$ cat src/hdl/msort_pkg.sv
// ---------------------------------------------------------------------------
// msort_pkg
// Shared types and constants for the batch merge sorter.
// ---------------------------------------------------------------------------
`default_nettype none

package msort_pkg;

  localparam int DATA_W = 32;

  typedef struct packed {
    logic signed [DATA_W-1:0] value;
    logic                     batch_end;
  } item_t;

  typedef struct packed {
    logic signed [DATA_W-1:0] sorted_value;
    logic                     run_end;
    logic                     overflow;
  } result_t;

endpackage

`default_nettype wire

$ cat src/hdl/msort_ram.sv
// ---------------------------------------------------------------------------
// msort_ram
// Element buffer with one write port and two registered read ports.
// ---------------------------------------------------------------------------
`default_nettype none

module msort_ram #(
  parameter int DEPTH = 64,
  parameter int AW    = 6
) (
  input  wire logic                         clk,
  input  wire logic                         we,
  input  wire logic [AW-1:0]                waddr,
  input  wire logic [msort_pkg::DATA_W-1:0] wdata,
  input  wire logic [AW-1:0]                raddr_a,
  input  wire logic [AW-1:0]                raddr_b,
  output logic      [msort_pkg::DATA_W-1:0] rdata_a,
  output logic      [msort_pkg::DATA_W-1:0] rdata_b
);
  import msort_pkg::*;

  logic [DATA_W-1:0] mem [DEPTH];

  always_ff @(posedge clk) begin
    if (we) begin
      mem[waddr] <= wdata;
    end
  end

  // A read of the entry being written in the same cycle returns the new data.
  always_ff @(posedge clk) begin
    rdata_a <= (we && (waddr == raddr_a)) ? wdata : mem[raddr_a];
    rdata_b <= (we && (waddr == raddr_b)) ? wdata : mem[raddr_b];
  end

endmodule

`default_nettype wire

$ cat config.mk
export PLATFORM = sky130hd
export DESIGN_NAME = msort_ram
export DESIGN_NICKNAME = d
export VERILOG_FILES = /design/src/hdl/msort_pkg.sv /design/src/hdl/msort_ram.sv
export SDC_FILE = /design/constraint.sdc
export NUM_CORES = 2
export LEC_CHECK = 0
export BUFFER_PORTS_ARGS = -buffer_cell sky130_fd_sc_hd__buf_4
export CORE_MARGIN = 2
export CORE_UTILIZATION = 30
export DETAILED_ROUTE_END_ITERATION = 8
export GPL_ROUTABILITY_DRIVEN = 0
export RECOVER_POWER = 25
export SYNTH_ARGS = -nofsm -noshare
export SYNTH_HDL_FRONTEND = slang
export SYNTH_SLANG_ARGS = --single-unit
$ cat constraint.sdc
create_clock -name clk -period 10.44 [get_ports clk]
set_input_delay 2.088 -clock clk [delete_from_list [all_inputs] [get_ports clk]]
set_output_delay 2.088 -clock clk [all_outputs]
set_load 0.02 [all_outputs]
==> metrics.cfg <==
[outcome]
status = complete, but fails checks
violations = capacitance limit, slew limit

[cells_and_area]
largest_reg_flops = 2048
top_regs = mem: 2048 flops
final_cell_mix = 2048 x edfxtp_1, 1124 x mux4_2, 204 x mux2i_1, 204 x clkbuf_16, 186 x buf_4
final_common_cell = edfxtp_1
syn_to_final_growth_pct = 13.2
nFillCells = 29103
final_cell_area_um2 = 107000
final_nets = 4510
regMostFlops = mem
layout-drive-gt1-share_pct = 37.8

[logic_synthesis]
synth.area.top_cells = edfxtp_1 65%, mux4_2 27%, mux2i_1 2.2%, a22oi_1 0.67%, buf_2 0.64%
synth_simple_gate_area_share_pct = 1.15
synth_top_family_by_area = multiplexers
yosys.area_share.adder_pct = 0
synth_flop_cell = edfxtp_1
ys_types = 38
syn-cell-area_um2 = 94600
synth_top_cell_by_area = edfxtp_1
synthArstFlopShare_pct = 0
synth_compound_area_share_pct = 2.42
synth_nets = 4412
synthesis.instances = 4360
synth-seq-area-share_pct = 65.2
synth-xor-area-share_pct = 0
yosysTopAreaCellShare_pct = 65.0
synth.avg_cell_area_um2 = 21.7
muxShareOfSynthArea_pct = 29.3
synth_edf_count = 2048
ys_ff_latch = 2060
yosys_warnings = 0

[setup_path]
required_ns = 8.35
endpoint_kind = output pin
crit_arrival_ns = 4.88
crit_path_start_kind = flip-flop
crit_fanout = 45
criticalPathCategory = reg -> out

[clock_network]
hold_buffers = 0
cts_tree = done
cts_setup_buffers = 0
cts_buffers = 201
clockBufferDepth = 4
cts_resized = 0
clock_sinks = 2060
h-tree-depth = 4
cts_root_buf = clkbuf_16
clk_pin_slew_worst_paths_ns = 0.06

[run]
drv_cap = 25

[timing]
worst_pin_slew_ns = 2.84
setup_viol = 0
rsz0062_at_grt = false
fin_hold_ws_ns = 1.35
fin_tns_setup_ns = 0
finalCritPeriodShare_pct = 66.8
hold_viol_final = 0
relSlewSlack_pct = -89.2
slew_violations = 1625
fmax_mhz = 143
period_needed_ns = 6.97

[global_routing]
grt_max_degree = 130
antenna_found_initial = 20
grt_pass1_vias = 51745
grt.overflow.total = 0
grt_use_total_pct = 18.7
grt_pass1_wl_mm = 420

[floorplan]
initial_utilization_pct = 30.1
rows = 206
fp.dieH_um = 566
coreArea_um2 = 314000
die_x_um = 566
ios = 116
die_area_um2 = 320000

[detailed_routing]
drc = 0
viasPerCell = 5.78
wire_per_inst_um = 34.5
drt_pass1_iterations = 6
vias = 50800
final_antenna_net_count = 0
wl_mm = 303
drt_iter0_drc = 6215

[placement]
io_buffers = 115
dp_hpwl_mm = 170
dpl_cell_area_um2 = 101000

[power]
p_per_area_nw_per_um2 = 169
ir_drop_mv = 0.125
p_leak_nw = 32.5

[hold_path]
hp-class = in -> reg

[report_power, final]
group / leakage [nW] / switching [mW] / internal (mW)
sequential: 18.5 / 0.0625 / 9.16
combinational: 10.8 / 0.911 / 0.622
clock: 3.18 / 3.19 / 4.18
total: 32.5 / 4.17 / 14.0
[cell usage after synthesis, types with 3 or more instances]
library cell / count
buf_4: 55
a211oi_1: 15
mux2_2: 36
and2_1: 6
edfxtp_1: 2048
o22ai_1: 56
a22oi_1: 85
nand3b_1: 6
mux2i_1: 204
buf_1: 25
o211ai_1: 27
mux4_2: 1124
nor3_1: 3
o32a_1: 9
a32oi_1: 9
nand3_1: 9
o21ai_0: 18
clkbuf_1: 135
dfxtp_1: 12
nand2b_1: 8
buf_2: 121
nand2_1: 93
o221ai_1: 16
o21ai_1: 31
a21oi_1: 58
or2_2: 3
a221oi_1: 13
nor2b_1: 19
buf_6: 11
nor2_1: 94
[layout make-up]
type                    instances  area (µm²)  share of cell area [%]
diodes                          8        20.0                  0.0187
clock buffers                 231        5210                    4.86
clock inverters               133        1290                    1.20
inverters                       1        3.75                 0.00350
multi-input cells            1952       31700                    29.6
flip-flops and latches       2060       61800                    57.7
well taps                    4160        5200                    4.86
repair buffers                242        1940                    1.81
[cell families after synthesis]
group                  Yosys count
buffers and inverters          348
AND/OR/NAND/NOR                248
flip-flops                    2060
AO/OA/AOI/OAI                  340
multiplexers                  1364
[final timing paths]
check | start | endpoint | slack, ns | cells after the start
hold / removal | raddr_a[4] | flip-flop | 1.35 | 1
setup / recovery | flip-flop | rdata_b[20] | 3.47 | 6
[layer usage]
layer | vias to the layer above | wire [µm] | global-route usage, %
met5 | - | 36 | 0
met4 | 6 | 13600 | 7.45
met3 | 590 | 26600 | 3.25
met2 | 2781 | 150000 | 31.4
met1 | 27897 | 113000 | 24.1
li1 | 19526 | - | -
[critical path: stages, from the launching register on]
cell	delay (ns)
dfxtp_4	0.88
buf_4	0.88
mux4_2	0.61
mux2i_1	0.74
a221oi_1	0.19
o32a_1	0.45
buf_4	0.18
[metrics by stage]
| step | cells | total power [mW] | setup slack, ns | util [%] |
|---|---|---|---|---|
| finish | 8787 | 18.1 | 3.47 | 34.1 |
| global route | 8780 | 18.6 | 3.02 | 34.1 |
| CTS | 8779 | 18.2 | 3.33 | 34.1 |
| detailed placement | 8415 | 10.9 | 4.24 | 32.0 |
| global placement | 8415 | 10.9 | 4.23 | 32.0 |
| floorplan | 4360 | 10.3 | 5.16 | - |
Note: power is estimated with default switching activity, not from simulation.
